$ cat config.mk
export PLATFORM = sky130hd
export DESIGN_NAME = integer_to_roman_numeral
export DESIGN_NICKNAME = d
export VERILOG_FILES = /design/src/rn_pkg.sv /design/src/integer_to_roman_numeral.sv /design/src/rn_front.sv /design/src/rn_queue.sv /design/src/rn_back.sv
export SDC_FILE = /design/constraint.sdc
export NUM_CORES = 1
export LEC_CHECK = 0
export ABC_CLOCK_PERIOD_IN_PS = 4300
export BUFFER_PORTS_ARGS = -buffer_cell sky130_fd_sc_hd__buf_2
export CORE_ASPECT_RATIO = 0.75
export CORE_UTILIZATION = 45
export DETAILED_ROUTE_END_ITERATION = 12
export GPL_TIMING_DRIVEN = 0
export SYNTH_ARGS = -nofsm -noshare
export SYNTH_HDL_FRONTEND = slang
export SYNTH_SLANG_ARGS = --single-unit
$ cat constraint.sdc
create_clock -name clk -period 4.3 [get_ports clk]
set_clock_uncertainty 0.1 [all_clocks]
set_input_delay 0.43 -clock clk [delete_from_list [all_inputs] [get_ports clk]]
set_output_delay 0.43 -clock clk [all_outputs]
set_load 0.01 [all_outputs]
$ cat src/rn_pkg.sv
`timescale 1ns / 1ps

package rn_pkg;

    localparam int QUEUE_DEPTH_DEF = 2;

    localparam int VALUE_W  = 10;
    localparam int SYMBOL_W = 7;
    localparam int DIGIT_W  = 4;
    localparam int REM_W    = 7;

    localparam logic [VALUE_W-1:0] VALUE_MAX = 10'd1000;

    localparam logic [SYMBOL_W-1:0] SYM_NONE = 7'h00;
    localparam logic [SYMBOL_W-1:0] SYM_I    = 7'h49;
    localparam logic [SYMBOL_W-1:0] SYM_V    = 7'h56;
    localparam logic [SYMBOL_W-1:0] SYM_X    = 7'h58;
    localparam logic [SYMBOL_W-1:0] SYM_L    = 7'h4C;
    localparam logic [SYMBOL_W-1:0] SYM_C    = 7'h43;
    localparam logic [SYMBOL_W-1:0] SYM_D    = 7'h44;
    localparam logic [SYMBOL_W-1:0] SYM_M    = 7'h4D;

    // One classified request as it travels from the front end to the back end.
    typedef struct packed {
        logic               err;
        logic               thousand;
        logic [DIGIT_W-1:0] hund;
        logic [DIGIT_W-1:0] tens;
        logic [DIGIT_W-1:0] units;
    } rn_item_t;

    typedef enum logic [1:0] {
        F_IDLE,
        F_SPLIT,
        F_PUSH
    } rn_front_state_t;

    typedef enum logic {
        B_IDLE,
        B_RUN
    } rn_back_state_t;

    typedef enum logic [1:0] {
        PL_HUND,
        PL_TENS,
        PL_UNITS
    } rn_place_t;

    // Number of letters that one decimal digit takes.
    function automatic logic [2:0] digit_len(input logic [DIGIT_W-1:0] d);
        logic [2:0] len;
        begin
            unique case (d)
                4'd0:    len = 3'd0;
                4'd1:    len = 3'd1;
                4'd2:    len = 3'd2;
                4'd3:    len = 3'd3;
                4'd4:    len = 3'd2;
                4'd5:    len = 3'd1;
                4'd6:    len = 3'd2;
                4'd7:    len = 3'd3;
                4'd8:    len = 3'd4;
                4'd9:    len = 3'd2;
                default: len = 3'd0;
            endcase
            return len;
        end
    endfunction

    // Letter number k of digit d written at the given place.
    function automatic logic [SYMBOL_W-1:0] digit_letter(input rn_place_t p,
                                                         input logic [DIGIT_W-1:0] d,
                                                         input logic [1:0] k);
        logic [SYMBOL_W-1:0] one_s;
        logic [SYMBOL_W-1:0] five_s;
        logic [SYMBOL_W-1:0] ten_s;
        logic [SYMBOL_W-1:0] s;
        begin
            unique case (p)
                PL_HUND:
                begin
                    one_s  = SYM_C;
                    five_s = SYM_D;
                    ten_s  = SYM_M;
                end
                PL_TENS:
                begin
                    one_s  = SYM_X;
                    five_s = SYM_L;
                    ten_s  = SYM_C;
                end
                default:
                begin
                    one_s  = SYM_I;
                    five_s = SYM_V;
                    ten_s  = SYM_X;
                end
            endcase
            priority if (d == 4'd9)
                s = (k == 2'd0) ? one_s : ten_s;
            else if (d == 4'd4)
                s = (k == 2'd0) ? one_s : five_s;
            else if (d >= 4'd5)
                s = (k == 2'd0) ? five_s : one_s;
            else
                s = one_s;
            return s;
        end
    endfunction

endpackage

$ cat src/integer_to_roman_numeral.sv
`timescale 1ns / 1ps

// Integer to Roman numeral converter. A request is taken when start is high and busy is low;
// value (1 to 1000) comes out as its Roman numeral in standard subtractive form, one ASCII
// letter per cycle on symbol with a gap for each zero digit passed over, marked by valid,
// most significant letter first, with last set on the final letter. Any other value gives a
// single result with error and last set and symbol zero. Results come on registered outputs
// and the receiver cannot stall them, so they must be taken in the cycle in which valid is
// high. The front end stays busy after each request while it splits the value into decimal
// digits and until its queue to the back end has room, so it takes no new request until the
// last one is pushed. The back end writes the letters of one number, passing over each zero
// digit before the last nonzero one, and returns to idle before it takes the next. The
// sustained rate is set by the slower of the two.
module integer_to_roman_numeral #(
    parameter int QUEUE_DEPTH = rn_pkg::QUEUE_DEPTH_DEF
) (
    input  logic                            clk,
    input  logic                            rst_n,
    input  logic                            start,
    output logic                            busy,
    input  logic [rn_pkg::VALUE_W-1:0]      value,
    output logic                            valid,
    output logic [rn_pkg::SYMBOL_W-1:0]     symbol,
    output logic                            last,
    output logic                            error
);
    import rn_pkg::*;

    rn_item_t push_item;
    rn_item_t pop_item;
    logic     push;
    logic     full;
    logic     pop;
    logic     empty;

    rn_front u_front (
        .clk       (clk),
        .rst_n     (rst_n),
        .start     (start),
        .value     (value),
        .busy      (busy),
        .push      (push),
        .push_item (push_item),
        .full      (full)
    );

    rn_queue #(
        .DEPTH (QUEUE_DEPTH)
    ) u_queue (
        .clk       (clk),
        .rst_n     (rst_n),
        .push      (push),
        .push_item (push_item),
        .full      (full),
        .pop       (pop),
        .pop_item  (pop_item),
        .empty     (empty)
    );

    rn_back u_back (
        .clk      (clk),
        .rst_n    (rst_n),
        .empty    (empty),
        .pop_item (pop_item),
        .pop      (pop),
        .valid    (valid),
        .symbol   (symbol),
        .last     (last),
        .error    (error)
    );

endmodule

$ cat src/rn_front.sv
`timescale 1ns / 1ps

module rn_front (
    input  logic                            clk,
    input  logic                            rst_n,
    input  logic                            start,
    input  logic [rn_pkg::VALUE_W-1:0]      value,
    output logic                            busy,
    output logic                            push,
    output rn_pkg::rn_item_t                push_item,
    input  logic                            full
);
    import rn_pkg::*;

    rn_front_state_t      state_reg, state_next;
    logic [VALUE_W-1:0]   value_reg, value_next;
    logic                 err_reg, err_next;
    logic                 thou_reg, thou_next;
    logic [DIGIT_W-1:0]   hund_reg, hund_next;
    logic [REM_W-1:0]     rem_reg, rem_next;

    logic [DIGIT_W-1:0]   hund_c;
    logic [DIGIT_W-1:0]   tens_c;
    logic [DIGIT_W-1:0]   units_c;

    // Hundreds digit by parallel threshold compares, for values below 1000.
    always_comb
    begin
        hund_c = '0;
        for (int i = 1; i <= 9; i++)
        begin
            if (value_reg >= VALUE_W'(i * 100))
                hund_c = DIGIT_W'(i);
        end
    end

    always_comb
    begin
        tens_c = '0;
        for (int i = 1; i <= 9; i++)
        begin
            if (rem_reg >= REM_W'(i * 10))
                tens_c = DIGIT_W'(i);
        end
        units_c = DIGIT_W'(rem_reg - REM_W'(tens_c) * REM_W'(10));
    end

    always_ff @(posedge clk or negedge rst_n)
    begin
        if (!rst_n)
        begin
            state_reg <= F_IDLE;
        end
        else
        begin
            state_reg <= state_next;
        end
    end

    always_ff @(posedge clk)
    begin
        value_reg <= value_next;
        err_reg   <= err_next;
        thou_reg  <= thou_next;
        hund_reg  <= hund_next;
        rem_reg   <= rem_next;
    end

    always_comb
    begin
        state_next = state_reg;
        value_next = value_reg;
        err_next   = err_reg;
        thou_next  = thou_reg;
        hund_next  = hund_reg;
        rem_next   = rem_reg;
        push       = 1'b0;
        busy       = (state_reg != F_IDLE);

        push_item.err      = err_reg;
        push_item.thousand = thou_reg;
        push_item.hund     = hund_reg;
        push_item.tens     = tens_c;
        push_item.units    = units_c;

        unique case (state_reg)
            F_IDLE:
            begin
                if (start)
                begin
                    value_next = value;
                    err_next   = (value == '0) || (value > VALUE_MAX);
                    thou_next  = (value == VALUE_MAX);
                    state_next = F_SPLIT;
                end
            end
            F_SPLIT:
            begin
                hund_next  = hund_c;
                rem_next   = REM_W'(value_reg - VALUE_W'(hund_c) * VALUE_W'(100));
                state_next = F_PUSH;
            end
            F_PUSH:
            begin
                if (!full)
                begin
                    push       = 1'b1;
                    state_next = F_IDLE;
                end
            end
            default:
            begin
                state_next = F_IDLE;
            end
        endcase
    end

endmodule

$ cat src/rn_queue.sv
`timescale 1ns / 1ps

module rn_queue #(
    parameter int DEPTH = rn_pkg::QUEUE_DEPTH_DEF
) (
    input  logic             clk,
    input  logic             rst_n,
    input  logic             push,
    input  rn_pkg::rn_item_t push_item,
    output logic             full,
    input  logic             pop,
    output rn_pkg::rn_item_t pop_item,
    output logic             empty
);
    import rn_pkg::*;

    localparam int PTR_W = $clog2(DEPTH);
    localparam int CNT_W = $clog2(DEPTH + 1);
    localparam logic [PTR_W-1:0] PTR_LAST = PTR_W'(DEPTH - 1);
    localparam logic [CNT_W-1:0] CNT_FULL = CNT_W'(DEPTH);

    rn_item_t          mem_reg [DEPTH];
    logic [PTR_W-1:0]  wr_ptr_reg, wr_ptr_next;
    logic [PTR_W-1:0]  rd_ptr_reg, rd_ptr_next;
    logic [CNT_W-1:0]  count_reg, count_next;
    logic              do_push;
    logic              do_pop;

    assign full     = (count_reg == CNT_FULL);
    assign empty    = (count_reg == '0);
    assign do_push  = push && !full;
    assign do_pop   = pop && !empty;
    assign pop_item = mem_reg[rd_ptr_reg];

    always_comb
    begin
        wr_ptr_next = wr_ptr_reg;
        rd_ptr_next = rd_ptr_reg;
        count_next  = count_reg;
        if (do_push)
            wr_ptr_next = (wr_ptr_reg == PTR_LAST) ? '0 : wr_ptr_reg + 1'b1;
        if (do_pop)
            rd_ptr_next = (rd_ptr_reg == PTR_LAST) ? '0 : rd_ptr_reg + 1'b1;
        if (do_push && !do_pop)
            count_next = count_reg + 1'b1;
        else if (do_pop && !do_push)
            count_next = count_reg - 1'b1;
    end

    always_ff @(posedge clk or negedge rst_n)
    begin
        if (!rst_n)
        begin
            wr_ptr_reg <= '0;
            rd_ptr_reg <= '0;
            count_reg  <= '0;
        end
        else
        begin
            wr_ptr_reg <= wr_ptr_next;
            rd_ptr_reg <= rd_ptr_next;
            count_reg  <= count_next;
        end
    end

    always_ff @(posedge clk)
    begin
        if (do_push)
            mem_reg[wr_ptr_reg] <= push_item;
    end

endmodule

$ cat src/rn_back.sv
`timescale 1ns / 1ps

module rn_back (
    input  logic                            clk,
    input  logic                            rst_n,
    input  logic                            empty,
    input  rn_pkg::rn_item_t                pop_item,
    output logic                            pop,
    output logic                            valid,
    output logic [rn_pkg::SYMBOL_W-1:0]     symbol,
    output logic                            last,
    output logic                            error
);
    import rn_pkg::*;

    rn_back_state_t        state_reg, state_next;
    rn_item_t              item_reg, item_next;
    rn_place_t             place_reg, place_next;
    logic [1:0]            k_reg, k_next;
    logic                  valid_reg, valid_next;
    logic [SYMBOL_W-1:0]   symbol_reg, symbol_next;
    logic                  last_reg, last_next;
    logic                  error_reg, error_next;

    logic [DIGIT_W-1:0]    digit;
    logic [2:0]            len;
    logic                  more_after;
    rn_place_t             place_adv;

    always_comb
    begin
        unique case (place_reg)
            PL_HUND:
            begin
                digit      = item_reg.hund;
                more_after = (item_reg.tens != '0) || (item_reg.units != '0);
                place_adv  = PL_TENS;
            end
            PL_TENS:
            begin
                digit      = item_reg.tens;
                more_after = (item_reg.units != '0);
                place_adv  = PL_UNITS;
            end
            default:
            begin
                digit      = item_reg.units;
                more_after = 1'b0;
                place_adv  = PL_UNITS;
            end
        endcase
        len = digit_len(digit);
    end

    always_ff @(posedge clk or negedge rst_n)
    begin
        if (!rst_n)
        begin
            state_reg <= B_IDLE;
            valid_reg <= 1'b0;
        end
        else
        begin
            state_reg <= state_next;
            valid_reg <= valid_next;
        end
    end

    always_ff @(posedge clk)
    begin
        item_reg   <= item_next;
        place_reg  <= place_next;
        k_reg      <= k_next;
        symbol_reg <= symbol_next;
        last_reg   <= last_next;
        error_reg  <= error_next;
    end

    always_comb
    begin
        state_next  = state_reg;
        item_next   = item_reg;
        place_next  = place_reg;
        k_next      = k_reg;
        valid_next  = 1'b0;
        symbol_next = symbol_reg;
        last_next   = last_reg;
        error_next  = error_reg;
        pop         = 1'b0;

        unique case (state_reg)
            B_IDLE:
            begin
                if (!empty)
                begin
                    pop        = 1'b1;
                    item_next  = pop_item;
                    place_next = PL_HUND;
                    k_next     = '0;
                    state_next = B_RUN;
                end
            end
            B_RUN:
            begin
                priority if (item_reg.err)
                begin
                    valid_next  = 1'b1;
                    symbol_next = SYM_NONE;
                    last_next   = 1'b1;
                    error_next  = 1'b1;
                    state_next  = B_IDLE;
                end
                else if (item_reg.thousand)
                begin
                    valid_next  = 1'b1;
                    symbol_next = SYM_M;
                    last_next   = 1'b1;
                    error_next  = 1'b0;
                    state_next  = B_IDLE;
                end
                else if (len == '0)
                begin
                    // A zero digit writes nothing; move on to the next place.
                    place_next = place_adv;
                end
                else
                begin
                    valid_next  = 1'b1;
                    symbol_next = digit_letter(place_reg, digit, k_reg);
                    error_next  = 1'b0;
                    last_next   = 1'b0;
                    if ({1'b0, k_reg} == len - 3'd1)
                    begin
                        k_next = '0;
                        if (more_after)
                        begin
                            place_next = place_adv;
                        end
                        else
                        begin
                            last_next  = 1'b1;
                            state_next = B_IDLE;
                        end
                    end
                    else
                    begin
                        k_next = k_reg + 2'd1;
                    end
                end
            end
            default:
            begin
                state_next = B_IDLE;
            end
        endcase
    end

    assign valid  = valid_reg;
    assign symbol = symbol_reg;
    assign last   = last_reg;
    assign error  = error_reg;

endmodule
After elaboration in Yosys (flattened, before gate mapping)
Memories as Yosys holds them, arrays and structs flattened. A register that Yosys moved wholly into a read port is not among the register bits.
Cells that the tools add are included.
Cells by class
  $add $sub $neg: 8
  $mul: 2
  magnitude comparators: 20
  equal/unequal tests: 17
  mux-type cells: 72
  bitwise operators: 2
  reduce and logical (&&, ||, !) cells: 27
Operator list (number)
  greater-or-equal comparator 10 bit (second input constant): 4
  2-to-1 mux 4 bit: 10
  2-to-1 mux 7 bit: 5
  2-to-1 mux 2 bit: 17
  greater-or-equal comparator 10 x 9 -> 1 bit (second input constant): 3
  case mux 5 bit (2 select lines): 3
  2-to-1 mux 1 bit: 24
  greater-or-equal comparator 7 x 6 -> 1 bit (second input constant): 3
  greater-or-equal comparator 7 bit (second input constant): 3
  2-to-1 mux 5 bit: 3
  greater-or-equal comparator 7 x 5 -> 1 bit (second input constant): 2
  2-to-1 mux 3 bit: 4
  != test 2 bit (second input constant): 6
  == test 10 bit (second input constant): 1
  greater-or-equal comparator 10 x 7 -> 1 bit (second input constant): 1
  greater-or-equal comparator 10 x 8 -> 1 bit (second input constant): 1
  > comparator 10 bit (second input constant): 1
  zero test 10 bit: 1
  zero test 2 bit: 4
  case mux 2 bit (2 select lines): 2
  case mux 4 bit (2 select lines): 1
  AND reduction 2 bit: 4
  nonzero test 4 bit: 2
  greater-or-equal comparator 7 x 4 -> 1 bit (second input constant): 1
  27 further kinds: 42
Storage, ports and cells
  bits in registers: 44
  memory bits (writable): 28
  ROM bits: 48
  output and inout bits: 11
  logic and storage cells: 167
  memories: 2
Memories
  (no name shown): depth 16, width 3, read ports 1, clocked after memory_dff 0, wr ports 0, RTL line rn_pkg.sv:53  | unique case (d)
  u_queue.mem_reg: depth 2, width 14, read ports 1, clocked after memory_dff 1, wr ports 1, RTL line rn_queue.sv:22  | rn_item_t mem_reg [DEPTH];

Logic depth before layout (Yosys ltp)
  depth in word-level cells: 12
  depth in mapped cells: 14
  depth with buffers taken out: 13

Modules after synthesis
A second synthesis with hierarchy kept.
Unflattened totals
  cell total of the unflattened synthesis: 334
  area total of the unflattened synthesis: 4310.4 sq um
Modules (own cells, without submodules)
  rn_front: times used 1, cells an instance 141, area each 1535.2 sq um, seq. area each 740.7 sq um
  rn_back: times used 1, cells an instance 130, area each 1515.2 sq um, seq. area each 830.8 sq um
  rn_queue: times used 1, cells an instance 63, area each 1260.0 sq um, seq. area each 940.9 sq um

Worst setup path after synthesis
Ideal clock, no wire load.
  kind: flip-flop to flip-flop
  start: register u_front.value_reg[5]
  end: register u_front.rem_reg[6], data pin
  arrival: 2786 ps
  data required time: 3941 ps
  path slack: 1155 ps
  stages on the path, launching flop included: 14
  buffers on the path: 1
  clock period less this slack: 3145 ps
  cells stage by stage: edfxtp_1 buf_2 or2_2 mux4_2 nand2_1 o31a_1 ha_1 inv_1 fa_1 a21o_1 a21oi_1 xnor2_1 xnor2_1 xnor2_1
Between the ends
  cells in the longest elaborated chain, start to end: 12
  elaborated cells on any way between the ends: 20
  those cells by class: add/sub: 1; mul: 1; order compare: 9; mux: 9
RTL lines
  start, declared: RTL line rn_front.sv:16  | logic [VALUE_W-1:0] value_reg, value_next;
  start signal, assigned: RTL line rn_front.sv:62  | value_reg <= value_next;
  greater-or-equal comparator 10 x 7 -> 1 bit: RTL line rn_front.sv:32  | if (value_reg >= VALUE_W'(i * 100))
  2-to-1 mux 1 bit: RTL line rn_front.sv:32
  2-to-1 mux 4 bit (7 in series): RTL line rn_front.sv:32
  2-to-1 mux 4 bit (*): RTL line rn_front.sv:32
  via u_front.hund_c[0]: RTL line rn_front.sv:22  | logic [DIGIT_W-1:0] hund_c;
  multiplier 4 x 5 -> 5 bit (*): RTL line rn_front.sv:100  | rem_next = REM_W'(value_reg - VALUE_W'(hund_c) * VALUE_W'(100));
  subtractor 7 bit (*): RTL line rn_front.sv:100
  end signal, assigned: RTL line rn_front.sv:66  | rem_reg <= rem_next;
  end, declared: RTL line rn_front.sv:20  | logic [REM_W-1:0] rem_reg, rem_next;
Mark *: on every way through the listed nets, which the timed path passes. The rest lies on a longest branch.
A chain may end at the register's enable or synchronous reset.

Worst setup path in the final report
Ends and elaborated chain as after synthesis.

==> flow_metrics.tcl <==
set metrics [dict create \
    status "finished clean" \
    synth_cells 319 \
    port_buffers 22 \
    p_int_mw 2.56 \
    setup_viol 0 \
    grt_pass1_wl_um 12000 \
    hp-class "primary input to flop" \
    r2r_end "u_front.rem_reg[6]$_DFFE_PN_" \
    endpoint "u_front.rem_reg[6]$_DFFE_PN_" \
    die_h_um 85.2 \
    firstDrtPassIters 4 \
    netlist.area_leader.share_pct 55.7 \
    cp.required_ps 4280 \
    postRouteAntennaNets 0 \
    cts_buffers 9 \
    rsz0062_at_grt "false" \
    drt_iter0_markers 83 \
    clock_latency_ps 330 \
    combPwrFrac_pct 41.4 \
    initial_core_util_pct 47.6 \
    min_period_ps 3420 \
    post-dp-hpwl_um 5200 \
    grt_max_degree 16 \
    largest_reg_flops 28 \
    syn-num-nets 344 \
    cts_root_buf "clkbuf_16" \
    netlist_area_um2 4150 \
    ys_top_cells_by_area "edfxtp_1 56%, dfrtp_1 4.8%, mux2_2 3.8%" \
    drt-total-wl_um 6970 \
    synth-main-ff-cell "edfxtp_1" \
    p_switching_mw 1.46 \
    drc 0 \
    cts.path.max_buffers 2 \
    cts_tree "done" \
    seq_power_share_pct 38.4 \
    area.sequential_um2 2510 \
    r2r_cells 13 \
    pwr-share-clk_pct 20.1 \
    coreArea_um2 8710 \
    use_met2_pct 26.0 \
    routed_via_density 5.44 \
    wire_per_inst_um 15.0 \
    yosysWarnings 0 \
    syn_area_per_cell_um2 13.0 \
    synth_edf_count 77 \
    ys_ff_latch 85 \
    irDropWorstVdd_uv 336 \
    synth_most_common_cell "edfxtp_1" \
    critical_path.max_fanout 9 \
    power.total_mw 4.02 \
    clkSinkCount 85 \
    fill_cells 742 \
    fin_nets 378 \
    worstSetupEndpointType "flop" \
    grtUsageMet3_pct 5.36 \
    synth_commonest_cells "77 x edfxtp_1, 22 x inv_1, 19 x nand2_1, 19 x nor2_1" \
    cp.arrival_ps 3400 \
    slew_headroom_pct 18.1 \
    die_w_um 113 \
    grt.total_usage_pct 16.4 \
    critPathLaunch "u_front.value_reg[5]$_DFFE_PP_" \
    p_leak_nw 1.76 \
    globalRouteOverflowTotal 0 \
    multi_input_area_um2 1480 \
    final-max-slew-violation-count 0 \
    yosys.cell_types.count 59 \
    htreeDepth 3 \
    post-cts-setup-buffers 0 \
    worst_pin_slew_ps 1220 \
    gp_congestion 0.853 \
    r2r_start "u_front.value_reg[5]$_DFFE_PP_" \
    post_cts_resized 0 \
    synthArstFlopShare_pct 9.41 \
    max_freq_mhz 293 \
    grt_pass1_vias 2464 \
    dieArea_um2 9610 \
    vias 2533 \
    clk_pin_slew_ps 60 \
    r2r_slack_ps 880 \
    rows 29 \
    io_pins 24 \
    ys_seq_area_share_pct 60.6 \
    finalSetupTns_ps 0 \
    hold_viol_final 0 \
    drive_gt1_share_pct 20.1 \
    yosysTopAreaCell "edfxtp_1" \
    switching_share_pct 36.4 \
    busiest_layer "met2" \
    min_period_over_period_pct 79.5 \
    diodes 0 \
    area_growth_pct 13.8 \
    antenna_found_initial 0 \
    drv_cap 0 \
    pwr_density_cell_nw_per_um2 852 \
    worstSetupStartpointType "flop" \
    gr-usage-met1_pct 21.2 \
    path_class "flop to flop" \
]
[area by class of cell]
cell class / count / share of cell area (%)
timing repair buffer: 23 / 2.55
clock buffer: 10 / 4.85
multi-input combinational: 199 / 31.4
tap: 108 / 2.86
clock inverter: 6 / 1.83
buffer: 13 / 1.51
sequential: 85 / 53.2
inverter: 22 / 1.75
[how the worst min path moves through the flow]
stage          startpoint                        endpoint  cells after the start
2_1_floorplan       rst_n      u_back.state_reg$_DFF_PN0_                      0
5_1_grt          value[8]  u_front.value_reg[8]$_DFFE_PP_                      1
4_1_cts          value[8]  u_front.value_reg[8]$_DFFE_PP_                      1
3_3_place_gp        rst_n          u_back.valid$_DFF_PN0_                      1
3_5_place_dp        rst_n          u_back.valid$_DFF_PN0_                      1
6_report         value[8]  u_front.value_reg[8]$_DFFE_PP_                      1
[power by group through the flow]
stage	logic [mW]	clock network, mW	registers, mW
4_1_cts	1.68	0.830	1.55
3_3_place_gp	1.63	0	1.56
3_5_place_dp	1.67	0	1.56
2_1_floorplan	1.28	0	1.53
6_report	1.67	0.809	1.55
5_1_grt	1.88	0.862	1.58
[cell usage in the layout, fill, tap and decap left out, types with 3 or more instances in the layout]
master / synthesis / final
clkbuf_16: 0 / 9
or2_2: 3 / 3
nor4_1: 5 / 5
o31ai_1: 3 / 3
xnor2_1: 11 / 11
nor2b_1: 4 / 4
o21ai_2: 3 / 3
nor3_1: 5 / 5
buf_2: 2 / 24
o31a_1: 4 / 4
ha_1: 10 / 10
nand2b_1: 5 / 5
inv_1: 22 / 22
and3_1: 3 / 3
nand3_1: 5 / 5
mux2_2: 14 / 14
nor2_1: 19 / 19
a21o_1: 5 / 5
nand2_1: 19 / 19
o311a_1: 3 / 3
clkbuf_1: 7 / 8
o21ai_0: 11 / 11
a21oi_1: 14 / 14
dfrtp_1: 8 / 8
edfxtp_1: 77 / 77
o21ai_1: 3 / 3
a31oi_1: 3 / 3
xor2_1: 6 / 6
o21a_1: 4 / 4
mux2i_1: 4 / 4
[metrics by stage]
stage	setup WS, ps	cells	instance area, um^2	util, %	hold slack [ps]
after floorplan	1150	319	4150	-	34.4
after global placement	918	449	4390	50.5	186
after detailed placement	890	449	4390	50.5	188
after CTS	876	466	4720	54.2	184
after global routing	656	466	4720	54.2	192
final	883	466	4720	54.2	196
[cells by family (layout without fill, tap and decap cells)]
logic type / count (synthesis) / in the layout / synth area share [%]
AO/OA/AOI/OAI: 69 / 69 / 12.1
XOR/XNOR: 17 / 17 / 3.59
adder cells (fa/ha/maj): 13 / 13 / 4.22
buffers and inverters: 35 / 74 / 3.71
flip-flops: 85 / 85 / 60.6
multiplexers: 20 / 20 / 5.64
other: 1 / 1 / 0.0904
AND/OR/NAND/NOR: 79 / 79 / 10.1
[routing by layer]
layer | vias to the layer above | share of wire [%]
met5 | - | 0
met1 | 1223 | 48
met3 | 7 | 4.3
met4 | 0 | 1.0
met2 | 45 | 46
li1 | 1258 | -
[what timing repair did]
action,in CTS,in global routing
endpoints found under the setup margin,0,0
hold buffers,1,0
hold endpoints to repair,8,0
[worst max-delay path: stages, from the launching register on]
cell      delay (ps)
edfxtp_1         390
buf_2            190
or3_1            410
a31oi_4          230
o211a_1          170
o31a_1           250
ha_1             180
inv_1             60
fa_1             400
a21o_1           190
a21oi_1          180
xnor2_1          160
xnor2_1          160
xnor2_1           80
(Power assumes the default switching activity.)
